## config.mk

```make
export PLATFORM = sky130hd
export DESIGN_NAME = modbus_rtu_slave_register_map
export DESIGN_NICKNAME = d
export VERILOG_FILES = /design/src/hdl/mbrtu_pkg.sv /design/src/hdl/modbus_rtu_slave_register_map.sv /design/src/hdl/mbrtu_front.sv /design/src/hdl/mbrtu_fifo.sv /design/src/hdl/mbrtu_back.sv
export SDC_FILE = /design/constraint.sdc
export NUM_CORES = 2
export LEC_CHECK = 0
export ABC_CLOCK_PERIOD_IN_PS = 6700
export BUFFER_PORTS_ARGS = -buffer_cell sky130_fd_sc_hd__buf_4
export CORE_ASPECT_RATIO = 0.8
export CORE_MARGIN = 2
export CORE_UTILIZATION = 56
export DETAILED_ROUTE_END_ITERATION = 8
export GPL_TIMING_DRIVEN = 0
export PLACE_DENSITY = 0.76
export SLEW_MARGIN = 20
export SYNTH_ARGS = -nofsm -noshare
export SYNTH_HDL_FRONTEND = slang
export SYNTH_SLANG_ARGS = --single-unit
```

## constraint.sdc

```tcl
create_clock -name clock -period 6.7 [get_ports clock]
set_input_delay 1.005 -clock clock [delete_from_list [all_inputs] [get_ports clock]]
set_output_delay 1.005 -clock clock [all_outputs]
set_load 0.02 [all_outputs]
```

## src/hdl/mbrtu_pkg.sv

```systemverilog
// Shared types, codes and the byte-wide CRC-16 step for the Modbus RTU slave.
// No dependencies; every other file of the block imports this package.
package mbrtu_pkg;

   // Request operation codes.
   localparam logic [1:0] OP_BYTE = 2'd0;
   localparam logic [1:0] OP_EOF  = 2'd1;
   localparam logic [1:0] OP_LIVE = 2'd2;

   // Kinds of work queued between the front and the back.
   localparam logic [1:0] KIND_BYTE = 2'd0;
   localparam logic [1:0] KIND_EOF  = 2'd1;
   localparam logic [1:0] KIND_LIVE = 2'd2;

   // Frame index width that covers every supported frame store depth.
   localparam int IDX_W = 8;

   localparam logic [15:0] CRC_INIT    = 16'hFFFF;
   localparam logic [15:0] CRC_POLY    = 16'hA001;
   localparam logic [7:0]  FC_READ     = 8'h03;
   localparam logic [7:0]  FC_WRITE    = 8'h10;
   localparam logic [15:0] SAVE_MAGIC  = 16'hAAAA;
   localparam logic [15:0] MAX_WR_REGS = 16'd123;

   // Holding register addresses.
   localparam logic [15:0] REG_ADDR     = 16'd0;
   localparam logic [15:0] REG_BAUD     = 16'd1;
   localparam logic [15:0] REG_PULSE_HI = 16'd2;
   localparam logic [15:0] REG_PULSE_LO = 16'd3;
   localparam logic [15:0] REG_WHEEL_HI = 16'd4;
   localparam logic [15:0] REG_WHEEL_LO = 16'd5;
   localparam logic [15:0] REG_DIST_HI  = 16'd6;
   localparam logic [15:0] REG_DIST_LO  = 16'd7;
   localparam logic [15:0] REG_SAVE     = 16'd8;
   localparam logic [15:0] REG_HOMED    = 16'd9;
   localparam logic [15:0] REG_LAPS     = 16'd10;
   localparam logic [15:0] REG_PPR      = 16'd11;

   typedef struct packed {
      logic [1:0]        kind;
      logic [7:0]        data;
      logic [IDX_W-1:0]  idx;     // store index for a byte, frame length for an end of frame
      logic              crc_ok;
      logic signed [31:0] live_pulse_count;
      logic [31:0]       live_distance_bits;
      logic              live_homed;
      logic signed [15:0] live_laps;
   } item_type;

   // One received or transmitted byte folded into a reflected CRC-16.
   function automatic logic [15:0] crc_byte(input logic [15:0] crc, input logic [7:0] b);
      logic [15:0] c;
      c = crc ^ {8'h00, b};
      for (int i = 0; i < 8; i++) begin
         c = c[0] ? ((c >> 1) ^ CRC_POLY) : (c >> 1);
      end
      return c;
   endfunction

endpackage

```

## src/hdl/modbus_rtu_slave_register_map.sv

```systemverilog
// Modbus RTU slave (function codes 3 and 16) over a small holding-register map.
// This block takes received bytes, end-of-frame marks and live encoder updates on
// the req_ channel and sends response bytes on the rsp_ channel. Bytes are kept in
// a frame store of FRAME_DEPTH entries; a byte that fills the store restarts the
// frame at entry 0. The CRC-16 is folded in per byte as it arrives, so the back
// end handles a received byte or live update without leaving idle. At end of frame
// the back end fetches the seven header bytes from the store and checks length,
// address and CRC; a bad frame is dropped without any response. A read request then
// streams 5 + 2 x count bytes, one per cycle while the response side does not stall.
// A write request takes each register through two store reads and the update
// and then echoes the six header bytes plus CRC, so pulse_value on every response
// byte already reflects the writes. Register 8 written with 0xAAAA raises
// save_request on the final byte, and a write to register 2 or 3 raises pulse_reload.
// A two-entry queue between the front end and the back end lets requests keep
// arriving while a response transfer is held off. Parameter FRAME_DEPTH (16..256)
// sets the store depth, MAX_READ_REGS (1..125) the largest accepted read count.
module modbus_rtu_slave_register_map #(
   parameter int FRAME_DEPTH   = 64,
   parameter int MAX_READ_REGS = 29
) (
   input  logic                clock,
   input  logic                reset,
   input  logic                req_valid,
   output logic                req_stall,
   input  logic [1:0]          req_operation,
   input  logic [7:0]          req_rx_byte,
   input  logic signed [31:0]  req_live_pulse_count,
   input  logic [31:0]         req_live_distance_bits,
   input  logic                req_live_homed,
   input  logic signed [15:0]  req_live_laps,
   output logic                rsp_valid,
   input  logic                rsp_stall,
   output logic [7:0]          rsp_tx_byte,
   output logic                rsp_tx_last,
   output logic                rsp_save_request,
   output logic                rsp_pulse_reload,
   output logic signed [31:0]  rsp_pulse_value
);
   import mbrtu_pkg::*;

   item_type push_item;
   item_type pop_item;
   logic     push;
   logic     pop;
   logic     full;
   logic     empty;

   // Front end: classifies each transfer and keeps the running frame length and CRC.
   mbrtu_front #(.FRAME_DEPTH(FRAME_DEPTH)) u_front (
      .clock                  (clock),
      .reset                  (reset),
      .req_valid              (req_valid),
      .req_stall              (req_stall),
      .req_operation          (req_operation),
      .req_rx_byte            (req_rx_byte),
      .req_live_pulse_count   (req_live_pulse_count),
      .req_live_distance_bits (req_live_distance_bits),
      .req_live_homed         (req_live_homed),
      .req_live_laps          (req_live_laps),
      .q_full                 (full),
      .q_push                 (push),
      .q_item                 (push_item)
   );

   // Short queue so the front end keeps accepting while the back end is busy.
   mbrtu_fifo u_fifo (
      .clock     (clock),
      .reset     (reset),
      .push      (push),
      .push_item (push_item),
      .pop       (pop),
      .pop_item  (pop_item),
      .full      (full),
      .empty     (empty)
   );

   // Back end: frame store, register map and response sequencer.
   mbrtu_back #(.FRAME_DEPTH(FRAME_DEPTH), .MAX_READ_REGS(MAX_READ_REGS)) u_back (
      .clock            (clock),
      .reset            (reset),
      .q_empty          (empty),
      .q_item           (pop_item),
      .q_pop            (pop),
      .rsp_valid        (rsp_valid),
      .rsp_stall        (rsp_stall),
      .rsp_tx_byte      (rsp_tx_byte),
      .rsp_tx_last      (rsp_tx_last),
      .rsp_save_request (rsp_save_request),
      .rsp_pulse_reload (rsp_pulse_reload),
      .rsp_pulse_value  (rsp_pulse_value)
   );

endmodule

```

## src/hdl/mbrtu_front.sv

```systemverilog
// Front of the Modbus RTU slave: accepts requests, tracks frame length and CRC.
// Depends on mbrtu_pkg.
module mbrtu_front #(
   parameter int FRAME_DEPTH = 64
) (
   input  logic                 clock,
   input  logic                 reset,
   input  logic                 req_valid,
   output logic                 req_stall,
   input  logic [1:0]           req_operation,
   input  logic [7:0]           req_rx_byte,
   input  logic signed [31:0]   req_live_pulse_count,
   input  logic [31:0]          req_live_distance_bits,
   input  logic                 req_live_homed,
   input  logic signed [15:0]   req_live_laps,
   input  logic                 q_full,
   output logic                 q_push,
   output mbrtu_pkg::item_type  q_item
);
   import mbrtu_pkg::*;

   localparam int LW = $clog2(FRAME_DEPTH);

   logic [LW-1:0] len_ff, len_in;
   logic [15:0]   crc_ff, crc_in;
   logic          accept;
   logic          wrap;

   assign req_stall = q_full;
   assign accept    = req_valid && !q_full;
   assign wrap      = (len_ff == LW'(FRAME_DEPTH - 1));

   always_comb begin
      len_in = len_ff;
      crc_in = crc_ff;
      q_push = 1'b0;
      q_item.kind               = KIND_BYTE;
      q_item.data               = req_rx_byte;
      q_item.idx                = IDX_W'(len_ff);
      q_item.crc_ok             = (crc_ff == 16'h0000);
      q_item.live_pulse_count   = req_live_pulse_count;
      q_item.live_distance_bits = req_live_distance_bits;
      q_item.live_homed         = req_live_homed;
      q_item.live_laps          = req_live_laps;
      if (accept) begin
         case (req_operation)
            OP_BYTE: begin
               q_push = 1'b1;
               // A byte that fills the store restarts collection and the CRC.
               len_in = wrap ? '0 : len_ff + LW'(1);
               crc_in = wrap ? CRC_INIT : crc_byte(crc_ff, req_rx_byte);
            end
            OP_EOF: begin
               q_push      = 1'b1;
               q_item.kind = KIND_EOF;
               len_in      = '0;
               crc_in      = CRC_INIT;
            end
            OP_LIVE: begin
               q_push      = 1'b1;
               q_item.kind = KIND_LIVE;
            end
            default: begin
            end
         endcase
      end
   end

   always_ff @(posedge clock) begin
      if (reset) begin
         len_ff <= '0;
         crc_ff <= CRC_INIT;
      end else begin
         len_ff <= len_in;
         crc_ff <= crc_in;
      end
   end

endmodule

```

## src/hdl/mbrtu_fifo.sv

```systemverilog
// Two-entry queue of work items between the front and the back.
// Depends on mbrtu_pkg.
module mbrtu_fifo (
   input  logic                 clock,
   input  logic                 reset,
   input  logic                 push,
   input  mbrtu_pkg::item_type  push_item,
   input  logic                 pop,
   output mbrtu_pkg::item_type  pop_item,
   output logic                 full,
   output logic                 empty
);
   import mbrtu_pkg::*;

   item_type   ent_ff [2];
   logic       wr_ptr_ff, wr_ptr_in;
   logic       rd_ptr_ff, rd_ptr_in;
   logic [1:0] cnt_ff, cnt_in;

   assign full     = (cnt_ff == 2'd2);
   assign empty    = (cnt_ff == 2'd0);
   assign pop_item = ent_ff[rd_ptr_ff];

   always_comb begin
      wr_ptr_in = push ? ~wr_ptr_ff : wr_ptr_ff;
      rd_ptr_in = pop ? ~rd_ptr_ff : rd_ptr_ff;
      cnt_in    = cnt_ff + 2'(push) - 2'(pop);
   end

   always_ff @(posedge clock) begin
      if (push) begin
         ent_ff[wr_ptr_ff] <= push_item;
      end
      if (reset) begin
         wr_ptr_ff <= 1'b0;
         rd_ptr_ff <= 1'b0;
         cnt_ff    <= 2'd0;
      end else begin
         wr_ptr_ff <= wr_ptr_in;
         rd_ptr_ff <= rd_ptr_in;
         cnt_ff    <= cnt_in;
      end
   end

endmodule

```

## src/hdl/mbrtu_back.sv

```systemverilog
// Back of the Modbus RTU slave: frame store, register map, request sequencer
// and response output register. Depends on mbrtu_pkg.
module mbrtu_back #(
   parameter int FRAME_DEPTH   = 64,
   parameter int MAX_READ_REGS = 29
) (
   input  logic                 clock,
   input  logic                 reset,
   input  logic                 q_empty,
   input  mbrtu_pkg::item_type  q_item,
   output logic                 q_pop,
   output logic                 rsp_valid,
   input  logic                 rsp_stall,
   output logic [7:0]           rsp_tx_byte,
   output logic                 rsp_tx_last,
   output logic                 rsp_save_request,
   output logic                 rsp_pulse_reload,
   output logic signed [31:0]   rsp_pulse_value
);
   import mbrtu_pkg::*;

   localparam int LW = $clog2(FRAME_DEPTH);

   localparam logic [2:0] ST_IDLE  = 3'd0;
   localparam logic [2:0] ST_HDR   = 3'd1;
   localparam logic [2:0] ST_CHECK = 3'd2;
   localparam logic [2:0] ST_WHI   = 3'd3;
   localparam logic [2:0] ST_WLO   = 3'd4;
   localparam logic [2:0] ST_WAPP  = 3'd5;
   localparam logic [2:0] ST_EMIT  = 3'd6;

   logic [7:0]    mem [FRAME_DEPTH];
   logic [7:0]    mem_q_ff;
   logic [LW-1:0] rd_addr;

   logic [2:0]    state_ff;
   logic [2:0]    hj_ff;
   logic [7:0]    hdr_ff [7];
   logic [LW-1:0] len_ff;
   logic          crc_ok_ff;
   logic [15:0]   reg_ff;
   logic [6:0]    cnt_ff;
   logic [LW-1:0] ptr_ff;
   logic [7:0]    whi_ff;
   logic [7:0]    k_ff;
   logic [7:0]    total_ff;
   logic          is_read_ff;
   logic          save_ff;
   logic          reload_ff;
   logic [15:0]   tx_crc_ff;

   logic [15:0]   device_address_ff;
   logic [15:0]   baud_code_ff;
   logic [31:0]   wheel_ff;
   logic [15:0]   ppr_ff;
   logic [31:0]   pulse_ff;
   logic [31:0]   dist_ff;
   logic          homed_ff;
   logic [15:0]   laps_ff;

   logic          rsp_valid_ff;
   logic [7:0]    rsp_byte_ff;
   logic          rsp_last_ff;
   logic          rsp_save_ff;
   logic          rsp_reload_ff;
   logic [31:0]   rsp_pulse_ff;

   logic [15:0]   start_w;
   logic [15:0]   count_w;
   logic          read_ok;
   logic          write_ok;
   logic          emit_go;
   logic          emit_last;
   logic [7:0]    emit_byte;
   logic [15:0]   reg_val;
   logic [15:0]   wr_val;

   function automatic logic [15:0] read_reg(
      input logic [15:0] r, input logic [15:0] dev, input logic [15:0] baud,
      input logic [31:0] pulse, input logic [31:0] wheel, input logic [31:0] distance,
      input logic homed, input logic [15:0] laps, input logic [15:0] ppr);
      logic [15:0] v;
      case (r)
         REG_ADDR:     v = dev;
         REG_BAUD:     v = baud;
         REG_PULSE_HI: v = pulse[31:16];
         REG_PULSE_LO: v = pulse[15:0];
         REG_WHEEL_HI: v = wheel[31:16];
         REG_WHEEL_LO: v = wheel[15:0];
         REG_DIST_HI:  v = distance[31:16];
         REG_DIST_LO:  v = distance[15:0];
         REG_HOMED:    v = {15'd0, homed};
         REG_LAPS:     v = laps;
         REG_PPR:      v = ppr;
         default:      v = 16'd0;
      endcase
      return v;
   endfunction

   assign q_pop   = (state_ff == ST_IDLE) && !q_empty;
   assign start_w = {hdr_ff[2], hdr_ff[3]};
   assign count_w = {hdr_ff[4], hdr_ff[5]};
   assign wr_val  = {whi_ff, mem_q_ff};

   assign read_ok = (hdr_ff[1] == FC_READ) && (len_ff == LW'(8)) &&
                    (count_w != 16'd0) && (count_w <= 16'(MAX_READ_REGS));
   assign write_ok = (hdr_ff[1] == FC_WRITE) && (count_w != 16'd0) &&
                     (count_w <= MAX_WR_REGS) &&
                     ({8'd0, hdr_ff[6]} == {count_w[14:0], 1'b0}) &&
                     (17'(len_ff) == 17'd9 + {count_w, 1'b0});

   always_comb begin
      case (state_ff)
         ST_HDR:  rd_addr = LW'(hj_ff);
         ST_WHI:  rd_addr = ptr_ff;
         ST_WLO:  rd_addr = ptr_ff + LW'(1);
         default: rd_addr = '0;
      endcase
   end

   assign reg_val = read_reg(reg_ff, device_address_ff, baud_code_ff, pulse_ff,
                             wheel_ff, dist_ff, homed_ff, laps_ff, ppr_ff);

   always_comb begin
      if (k_ff < total_ff) begin
         if (!is_read_ff) begin
            emit_byte = hdr_ff[k_ff[2:0]];
         end else if (k_ff == 8'd0) begin
            emit_byte = device_address_ff[7:0];
         end else if (k_ff == 8'd1) begin
            emit_byte = FC_READ;
         end else if (k_ff == 8'd2) begin
            emit_byte = total_ff - 8'd3;
         end else begin
            emit_byte = k_ff[0] ? reg_val[15:8] : reg_val[7:0];
         end
      end else if (k_ff == total_ff) begin
         emit_byte = tx_crc_ff[7:0];
      end else begin
         emit_byte = tx_crc_ff[15:8];
      end
   end

   assign emit_go   = (state_ff == ST_EMIT) && (!rsp_valid_ff || !rsp_stall);
   assign emit_last = (k_ff == total_ff + 8'd1);

   always_ff @(posedge clock) begin
      if (q_pop && (q_item.kind == KIND_BYTE)) begin
         mem[q_item.idx[LW-1:0]] <= q_item.data;
      end
      mem_q_ff <= mem[rd_addr];
   end

   always_ff @(posedge clock) begin
      if (reset) begin
         state_ff          <= ST_IDLE;
         device_address_ff <= 16'd1;
         baud_code_ff      <= 16'd0;
         wheel_ff          <= 32'h4348_0000;
         ppr_ff            <= 16'd20;
         pulse_ff          <= 32'd0;
         dist_ff           <= 32'd0;
         homed_ff          <= 1'b0;
         laps_ff           <= 16'd0;
         rsp_valid_ff      <= 1'b0;
      end else begin
         // The output register loads a new byte or empties once its transfer is taken.
         if (emit_go) begin
            rsp_valid_ff <= 1'b1;
         end else if (!rsp_stall) begin
            rsp_valid_ff <= 1'b0;
         end
         case (state_ff)
            ST_IDLE: begin
               if (q_pop) begin
                  case (q_item.kind)
                     KIND_LIVE: begin
                        pulse_ff <= q_item.live_pulse_count;
                        dist_ff  <= q_item.live_distance_bits;
                        homed_ff <= q_item.live_homed;
                        laps_ff  <= q_item.live_laps;
                     end
                     KIND_EOF: begin
                        len_ff    <= q_item.idx[LW-1:0];
                        crc_ok_ff <= q_item.crc_ok;
                        hj_ff     <= 3'd0;
                        state_ff  <= ST_HDR;
                     end
                     default: begin
                     end
                  endcase
               end
            end
            ST_HDR: begin
               if (hj_ff != 3'd0) begin
                  hdr_ff[hj_ff - 3'd1] <= mem_q_ff;
               end
               hj_ff <= hj_ff + 3'd1;
               if (hj_ff == 3'd7) begin
                  state_ff <= ST_CHECK;
               end
            end
            ST_CHECK: begin
               reg_ff    <= start_w;
               k_ff      <= 8'd0;
               tx_crc_ff <= CRC_INIT;
               save_ff   <= 1'b0;
               reload_ff <= 1'b0;
               ptr_ff    <= LW'(7);
               cnt_ff    <= count_w[6:0];
               if ((len_ff < LW'(4)) || !crc_ok_ff ||
                   ({8'd0, hdr_ff[0]} != device_address_ff)) begin
                  state_ff <= ST_IDLE;
               end else if (read_ok) begin
                  is_read_ff <= 1'b1;
                  total_ff   <= 8'd3 + {count_w[6:0], 1'b0};
                  state_ff   <= ST_EMIT;
               end else if (write_ok) begin
                  is_read_ff <= 1'b0;
                  total_ff   <= 8'd6;
                  state_ff   <= ST_WHI;
               end else begin
                  state_ff <= ST_IDLE;
               end
            end
            ST_WHI: begin
               state_ff <= ST_WLO;
            end
            ST_WLO: begin
               whi_ff   <= mem_q_ff;
               state_ff <= ST_WAPP;
            end
            ST_WAPP: begin
               case (reg_ff)
                  REG_ADDR: device_address_ff <= wr_val;
                  REG_BAUD: baud_code_ff <= wr_val;
                  REG_PULSE_HI: begin
                     pulse_ff[31:16] <= wr_val;
                     reload_ff       <= 1'b1;
                  end
                  REG_PULSE_LO: begin
                     pulse_ff[15:0] <= wr_val;
                     reload_ff      <= 1'b1;
                  end
                  REG_WHEEL_HI: wheel_ff[31:16] <= wr_val;
                  REG_WHEEL_LO: wheel_ff[15:0] <= wr_val;
                  REG_SAVE: begin
                     if (wr_val == SAVE_MAGIC) begin
                        save_ff <= 1'b1;
                     end
                  end
                  REG_PPR: ppr_ff <= wr_val;
                  default: begin
                  end
               endcase
               reg_ff <= reg_ff + 16'd1;
               ptr_ff <= ptr_ff + LW'(2);
               cnt_ff <= cnt_ff - 7'd1;
               state_ff <= (cnt_ff == 7'd1) ? ST_EMIT : ST_WHI;
            end
            ST_EMIT: begin
               if (emit_go) begin
                  rsp_byte_ff   <= emit_byte;
                  rsp_last_ff   <= emit_last;
                  rsp_save_ff   <= emit_last && save_ff;
                  rsp_reload_ff <= emit_last && reload_ff;
                  rsp_pulse_ff  <= pulse_ff;
                  k_ff          <= k_ff + 8'd1;
                  if (k_ff < total_ff) begin
                     tx_crc_ff <= crc_byte(tx_crc_ff, emit_byte);
                  end
                  // A register value is done once its low byte has gone out.
                  if (is_read_ff && (k_ff >= 8'd4) && !k_ff[0]) begin
                     reg_ff <= reg_ff + 16'd1;
                  end
                  if (emit_last) begin
                     state_ff <= ST_IDLE;
                  end
               end
            end
            default: begin
               state_ff <= ST_IDLE;
            end
         endcase
      end
   end

   assign rsp_valid        = rsp_valid_ff;
   assign rsp_tx_byte      = rsp_byte_ff;
   assign rsp_tx_last      = rsp_last_ff;
   assign rsp_save_request = rsp_save_ff;
   assign rsp_pulse_reload = rsp_reload_ff;
   assign rsp_pulse_value  = rsp_pulse_ff;

`ifndef ASSERT_OFF
   a_emit_bound: assert property (@(posedge clock) disable iff (reset)
      (state_ff == ST_EMIT) |-> (k_ff <= total_ff + 8'd1))
      else $error("response byte counter ran past the response length");
   a_wapp_count: assert property (@(posedge clock) disable iff (reset)
      (state_ff == ST_WAPP) |-> (cnt_ff != 7'd0))
      else $error("write sequencer applied a register with no count left");
   a_hdr_flow: assert property (@(posedge clock) disable iff (reset)
      (state_ff == ST_HDR) |=> ((state_ff == ST_HDR) || (state_ff == ST_CHECK)))
      else $error("header fetch left for an unexpected state");
   a_last_flags: assert property (@(posedge clock) disable iff (reset)
      (rsp_valid_ff && (rsp_save_ff || rsp_reload_ff)) |-> rsp_last_ff)
      else $error("save or reload strobe away from the final byte");
`endif

endmodule
```

# Word level (Yosys, flattened, before mapping)
# Memory sizes are Yosys's and may differ from the RTL's. A register that Yosys moved wholly into a read port is not among the register bits.
# Index checks and enable logic that the tools add are counted.
[word_totals] inputBits=95 memories=3 wordCells=274 ff_bits=316 ramBits=764 out_inout_bits=45
[mem_list] name="u_back.mem" words=64 width=8 read_ports=1 rd_ports_with_merged_regs=1 write_ports=1 line="mbrtu_back.sv:32" source="logic [7:0] mem [FRAME_DEPTH];"
[mem_list] name="u_fifo.ent_ff" words=2 width=98 read_ports=1 rd_ports_with_merged_regs=1 write_ports=1 line="mbrtu_fifo.sv:15" source="item_type ent_ff [2];"
[mem_list] name="u_back.hdr_ff" words=7 width=8 read_ports=8 rd_ports_with_merged_regs=1 write_ports=1 line="mbrtu_back.sv:38" source="logic [7:0] hdr_ff [7];"
[classes] order_cmp=5 eq_ne=50 n_reduce_logical=63 n_mux=82 bitwise_logic=22 n_addsub=14
[ops] cell="16-bit 2-to-1 mux" count=23
[ops] cell="16-bit case mux with 11 select lines" count=1
[ops] cell="8-bit 2-to-1 mux" count=10
[ops] cell="16-bit by 3-bit equality test with 1-bit output, second input constant" count=4
[ops] cell="16-bit by 4-bit equality test with 1-bit output, second input constant" count=4
[ops] cell="32-bit 2-to-1 mux" count=2
[ops] cell="16-bit case mux with 2 select lines" count=2
[ops] cell="32-bit case mux with 2 select lines" count=1
[ops] cell="2-bit NOT with 3-bit output" count=16
[ops] cell="16-bit case mux with 3 select lines" count=1
[ops] cell="3-bit 2-to-1 mux" count=11
[ops] cell="16-bit by 2-bit equality test with 1-bit output, second input constant" count=2
[ops] cell="16-bit logical NOT" count=2
[ops] cell="4-bit AND reduction" count=8
[ops] cell="16-bit by 8-bit bitwise XOR with 16-bit output" count=2
[ops] cell="6-bit case mux with 2 select lines" count=2
[ops] cell="3-bit case mux with 7 select lines" count=1
[ops] cell="1-bit 2-to-1 mux" count=18
[ops] cell="6-bit case mux with 3 select lines" count=1
[ops] cell="4-bit by 17-bit adder with 17-bit output, first input constant" count=1
[ops] cell="6-bit by 17-bit equality test with 1-bit output" count=1
[ops] cell="16-bit by 1-bit adder with 16-bit output, second input constant" count=1
[ops] cell="8-bit by 1-bit adder with 8-bit output, second input constant" count=2
[ops] cell="16-bit by 1-bit equality test with 1-bit output, second input constant" count=1
[ops] cell="other kinds (53)" count=119

# Logic depth before layout (Yosys ltp)
[depth] word_depth=28 depth_mapped=16 ltp_nobuf=13

# By module
# Synthesis repeated with hierarchy kept, for this count alone.
[hier_totals] hier_cells=3321 hier_area_um2=47451.8
[by_module_without_submodules] module="mbrtu_back" cells_per_inst=2767 instances=1 seq_area_each_um2=24543.5 area_each_um2=37634.8
[by_module_without_submodules] module="mbrtu_fifo" cells_per_inst=332 instances=1 seq_area_each_um2=6105.9 area_each_um2=7935.1
[by_module_without_submodules] module="mbrtu_front" cells_per_inst=222 instances=1 seq_area_each_um2=440.4 area_each_um2=1881.8

# Least setup slack after synthesis
# Ideal clock, no wire load.
[synth_timing] kind="input-to-reg" start="input req_valid" end="memory u_fifo.ent_ff[1][0] in the netlist's numbering, enable pin" t_arrival_ps=5901 slack_ps=231 setup_time_ps=569 stages=4 required_ps=6131 path_cell_list="o21ai_0 > nor2_1 > nor2_1 > nor2b_1"
[synth_between] elab_chain_len=4
[synth_lines] element="start: declaration" line="modbus_rtu_slave_register_map.sv:23" source="input logic req_valid,"
[synth_lines] element="1-bit logical AND" line="mbrtu_front.sv:30" source="assign accept = req_valid && !q_full;"
[synth_lines] element="1-bit 2-to-1 mux" line="mbrtu_front.sv:45" source="if (accept) begin"
[synth_lines] element="1-bit 2-to-1 mux" line="mbrtu_fifo.sv:31" source="if (push) begin"
[synth_lines] element="1-bit 2-to-1 mux (implied by the code)" line="mbrtu_fifo.sv:32" source="ent_ff[wr_ptr_ff] <= push_item;"
[synth_lines] element="end: declaration" line="mbrtu_fifo.sv:15"
# Every way passes these cells.

# Worst setup path after layout
[layout_timing] start="register u_back.k_ff[0]" end="register u_back.tx_crc_ff[0], data pin"
[layout_between] elab_chain_len=19 word_cells_on_any_way=31 classes_between="order compare (1); eq/ne (3); mux (18); bitwise (8); reduce/logical (1)"
[layout_lines] element="start: declaration" line="mbrtu_back.sv:45" source="logic [7:0] k_ff;"
[layout_lines] element="start signal: assignment" line="mbrtu_back.sv:268" source="k_ff <= k_ff + 8'd1;"
[layout_lines] element="8-bit by 2-bit equality test with 1-bit output / 8-bit 2-to-1 mux (equally long branches)" line="mbrtu_back.sv:132, mbrtu_back.sv:135"
[layout_lines] element="8-bit 2-to-1 mux" line="mbrtu_back.sv:132" source="end else if (k_ff == 8'd2) begin"
[layout_lines] element="8-bit 2-to-1 mux" line="mbrtu_back.sv:130" source="end else if (k_ff == 8'd1) begin"
[layout_lines] element="8-bit 2-to-1 mux" line="mbrtu_back.sv:128" source="end else if (k_ff == 8'd0) begin"
[layout_lines] element="8-bit 2-to-1 mux" line="mbrtu_back.sv:126" source="if (!is_read_ff) begin"
[layout_lines] element="8-bit 2-to-1 mux (*)" line="mbrtu_back.sv:125" source="if (k_ff < total_ff) begin"
[layout_lines] element="16-bit by 8-bit bitwise XOR with 16-bit output (*)" line="mbrtu_pkg.sv:53" source="c = crc ^ {8'h00, b};"
[layout_lines] element="16-bit 2-to-1 mux (*) (6 in a row)" line="mbrtu_pkg.sv:55" source="c = c[0] ? ((c >> 1) ^ CRC_POLY) : (c >> 1);"
[layout_lines] element="2-bit NOT with 3-bit output (no source line) / 16-bit 2-to-1 mux (equally long branches)"
[layout_lines] element="16-bit 2-to-1 mux (*) (2 in a row)" line="mbrtu_pkg.sv:55"
[layout_lines] element="16-bit 2-to-1 mux (*)" line="mbrtu_back.sv:269" source="if (k_ff < total_ff) begin"
[layout_lines] element="16-bit 2-to-1 mux (*)" line="mbrtu_back.sv:262" source="if (emit_go) begin"
[layout_lines] element="16-bit case mux with 2 select lines (*)" line="mbrtu_back.sv:173" source="case (state_ff)"
[layout_lines] element="end signal: assignment" line="mbrtu_back.sv:270" source="tx_crc_ff <= crc_byte(tx_crc_ff, emit_byte);"
[layout_lines] element="end: declaration" line="mbrtu_back.sv:50" source="logic [15:0] tx_crc_ff;"
# Mark *: on every way between the ends. The rest lies on a longest branch, timed or not. The select of a mux whose other input is x is not followed.
# A chain may end at the register's enable or synchronous reset.

==> results.toml <==
[outcome]
outcome = "finished, violations left"
violations = "design-rule violations"

[die]
core_area_mm2 = 0.0804
num_rows = 93
io_pins = 140
die_h_um = 259
die_w_um = 322
start_util_pct = 56.5
die_area_mm2 = 0.0834

[pwr]
ir_worst_vdd_v = 0.000253
p_total_mw = 17.9
powerDensity_mw_per_mm2 = 348
p_leak_nw = 16.6

[routing]
routed_via_density = 6.39
ant_nets = 0
drc = 3
drt_iter0_markers = 4139
dr.pass1.iters = 9
avgRoutedWirePerCell_um = 27.4
wl_um = 126000
vias = 29300

[logic_synthesis]
synthCells = 3157
synth_seq_cells = 1099
synth_top_flop_cell = "edfxtp_1"
synth_edf_count = 896
synth-simple-area-share_pct = 8.75
ys_warn_count = 0
yosys-mux-area-fraction_pct = 10.1
syn_area_mm2 = 0.0454
synth_fa_ha_area_share_pct = 0.937
synth.avg_cell_area_um2 = 14.4
synth_xor_area_share_pct = 2.17
synth_compound_area_share_pct = 7.94
async_flop_share_pct = 0
synth_top_family_by_area = "multiplexers"
synth_cell_types = 78
ys_seq_area_share_pct = 68.2
syn_nets = 3286

[global_route]
grt.total_usage_pct = 30.0
grt_overflow = 0
grt_pass1_vias = 28000
grt_max_degree = 65
grt_pass1_wl_um = 183000
antenna_found_initial = 3

[sta]
finalCritPeriodShare_pct = 80.9
max_freq_ghz = 0.184
holdWs_ns = 0.455
setup_viol = 0
maxSlewHeadroom_pct = 18.1
period_needed_ns = 5.42
worst_pin_slew_ns = 1.23
drv_slew = 0
finalHoldViolations = 0
finalSetupTns_ns = 0
rsz0062_at_grt = "false"
skew_ns = 0.0324

[cts]
clock_sinks = 1099
cts_buffers = 102
htree_num_levels = 3
cts_buffer_depth = 3
clk_pin_slew_ns = 0.06
post-cts-setup-buffers = 0
postCtsHoldBufs = 0
cts_root_buf = "clkbuf_16"
clk_latency_ns = 0.68
cts_resized = 0
cts_tree = "yes"

[place]
port_buffers = 138
dp_hpwl_um = 87900
place.gp.congestion = 1.02
dp.cells = 4396

[finish]
area_growth_pct = 13.4
fin_cells = 4589
seq_area_mm2 = 0.0310
drive_gt1_share_pct = 14.4
fillers = 5770
fin_nets = 3537
multi_input_area_mm2 = 0.0137
utilization_pct = 64.1

[critical_path]
cp_data_arrival_time_ns = 5.83
start_kind = "flop"
r2r_setup_slack_ns = 1.28
cp-end-kind = "flop"
cp_cell_sequence = "clkbuf_1 -> inv_1 -> ha_1 -> clkbuf_1 -> nor2_1 -> a2111oi_0 -> a2111oi_0 -> nand3_1 -> o21ai_0 -> nor2_1 -> a2bb2oi_1 -> xor2_1 -> xnor3_2 -> xnor3_1 -> nand2b_1"
cp_max_fo = 9
cp_slowest_cell = "a2111oi_0"
path_class = "flop to flop"
cpPeakStageDelay_ns = 0.95
worstPathRequired_ns = 7.10

[run]
maxCapViolations = 0

[hold_path]
min_path_type = "flop to flop"
critical path: cells and delay by family (launching register included):
kind / cells / cell delay [ns]
compound gates: 4 / 1.83
xor+xnor: 3 / 0.97
fa+ha+maj: 1 / 0.21
buf+inv: 3 / 0.95
flops: 1 / 0.43
simple gates: 4 / 0.76
cell type report:
| cell class | count | share of cell area (%) |
|---|---|---|
| clock buffers | 140 | 5.54 |
| flip-flops and latches | 1099 | 60.1 |
| well taps | 1092 | 2.65 |
| diodes | 1 | 0.00486 |
| multi-input cells | 1831 | 26.5 |
| repair buffers | 147 | 2.39 |
| inverters | 44 | 0.321 |
| plain buffers | 183 | 1.40 |
| clock inverters | 52 | 1.04 |
layer usage:
layer  vias to the layer above  GRT usage (%)  share of wire [%]
li1                      12600              -                  -
met1                     14700           44.8                 41
met2                      1759           43.6                 43
met3                       244           9.03                 13
met4                         2           6.79                2.3
met5                         -              0             0.0096
synthesized netlist by cell type (41+ instances only):
cell type,count,area (µm²)
a21oi_1,172,861
dfxtp_1,203,4060
inv_1,44,165
nand2_1,312,1170
nor3_1,43,215
mux4_2,144,3240
and2_1,41,257
o21ai_0,58,290
mux2i_1,117,1170
clkbuf_1,151,567
nor2_1,262,983
edfxtp_1,896,26900
xnor2_1,67,587
a211oi_1,144,1080
nand3_1,58,290
cells in the final DEF, fill, tap and decap left out, types with 9 or more instances in the layout:
master	count
a211oi_1	144
a21oi_1	171
a222oi_1	11
a22o_1	13
a22oi_1	39
a31oi_1	23
and2_1	40
and3_1	14
buf_1	22
buf_4	139
clkbuf_1	175
clkbuf_16	105
clkbuf_8	9
clkinv_1	15
clkinv_2	17
dfxtp_1	203
edfxtp_1	896
ha_1	34
inv_1	44
mux2i_1	117
mux4_2	144
nand2_1	312
nand2b_1	11
nand3_1	58
nand3b_1	12
nand4_1	15
nor2_1	260
nor2b_1	15
nor3_1	38
nor4_1	27
o211ai_1	11
o21ai_0	57
o21bai_1	12
or2_2	10
xnor2_1	67
xor2_1	36
flip-flops by register name, summed over array words and instances (netlist names), 16 cells and up, named ones only:
| name | count |
|---|---|
| u_back.reg_ff | 16 |
| u_back.pulse_ff | 32 |
| u_back.mem | 512 |
| u_back.baud_code_ff | 16 |
| u_back.tx_crc_ff | 16 |
| u_back.dist_ff | 32 |
| u_back.ppr_ff | 16 |
| u_back.hdr_ff | 64 |
| u_back.rsp_pulse_value | 32 |
| u_back.laps_ff | 16 |
| u_back.wheel_ff | 32 |
| u_front.crc_ff | 16 |
| u_back.device_address_ff | 16 |
| u_fifo.ent_ff | 196 |
power breakdown:
group,internal (mW),switching (mW)
Sequential,8.10,0.502
Clock,3.31,2.55
Combinational,1.25,2.19
final timing paths:
kind	endpoint	cells past startpoint	startpoint
setup reg to reg	u_back.tx_crc_ff[0]$_SDFFCE_PN1P_	15	u_back.k_ff[0]$_DFFE_PP_
setup / recovery	u_back.tx_crc_ff[0]$_SDFFCE_PN1P_	15	u_back.k_ff[0]$_DFFE_PP_
hold reg to reg	u_back.baud_code_ff[10]$_SDFFE_PP0P_	2	u_back.baud_code_ff[10]$_SDFFE_PP0P_
hold / removal	u_back.baud_code_ff[10]$_SDFFE_PP0P_	2	u_back.baud_code_ff[10]$_SDFFE_PP0P_
cells by family after synthesis:
group | after synthesis
other cells | 1
flops | 1099
fa+ha+maj | 34
simple gates | 865
buf+inv | 227
mux | 275
compound gates | 549
xor+xnor | 107
through the flow:
step,worst slack [ns],instance area [µm²]
2_1_floorplan,0.231,45400
3_3_place_gp,-2.37,47800
3_5_place_dp,1.57,48100
4_1_cts,1.55,51500
5_1_grt,1.07,51500
6_report,1.28,51500
Power figures use the tool's default switching activity.
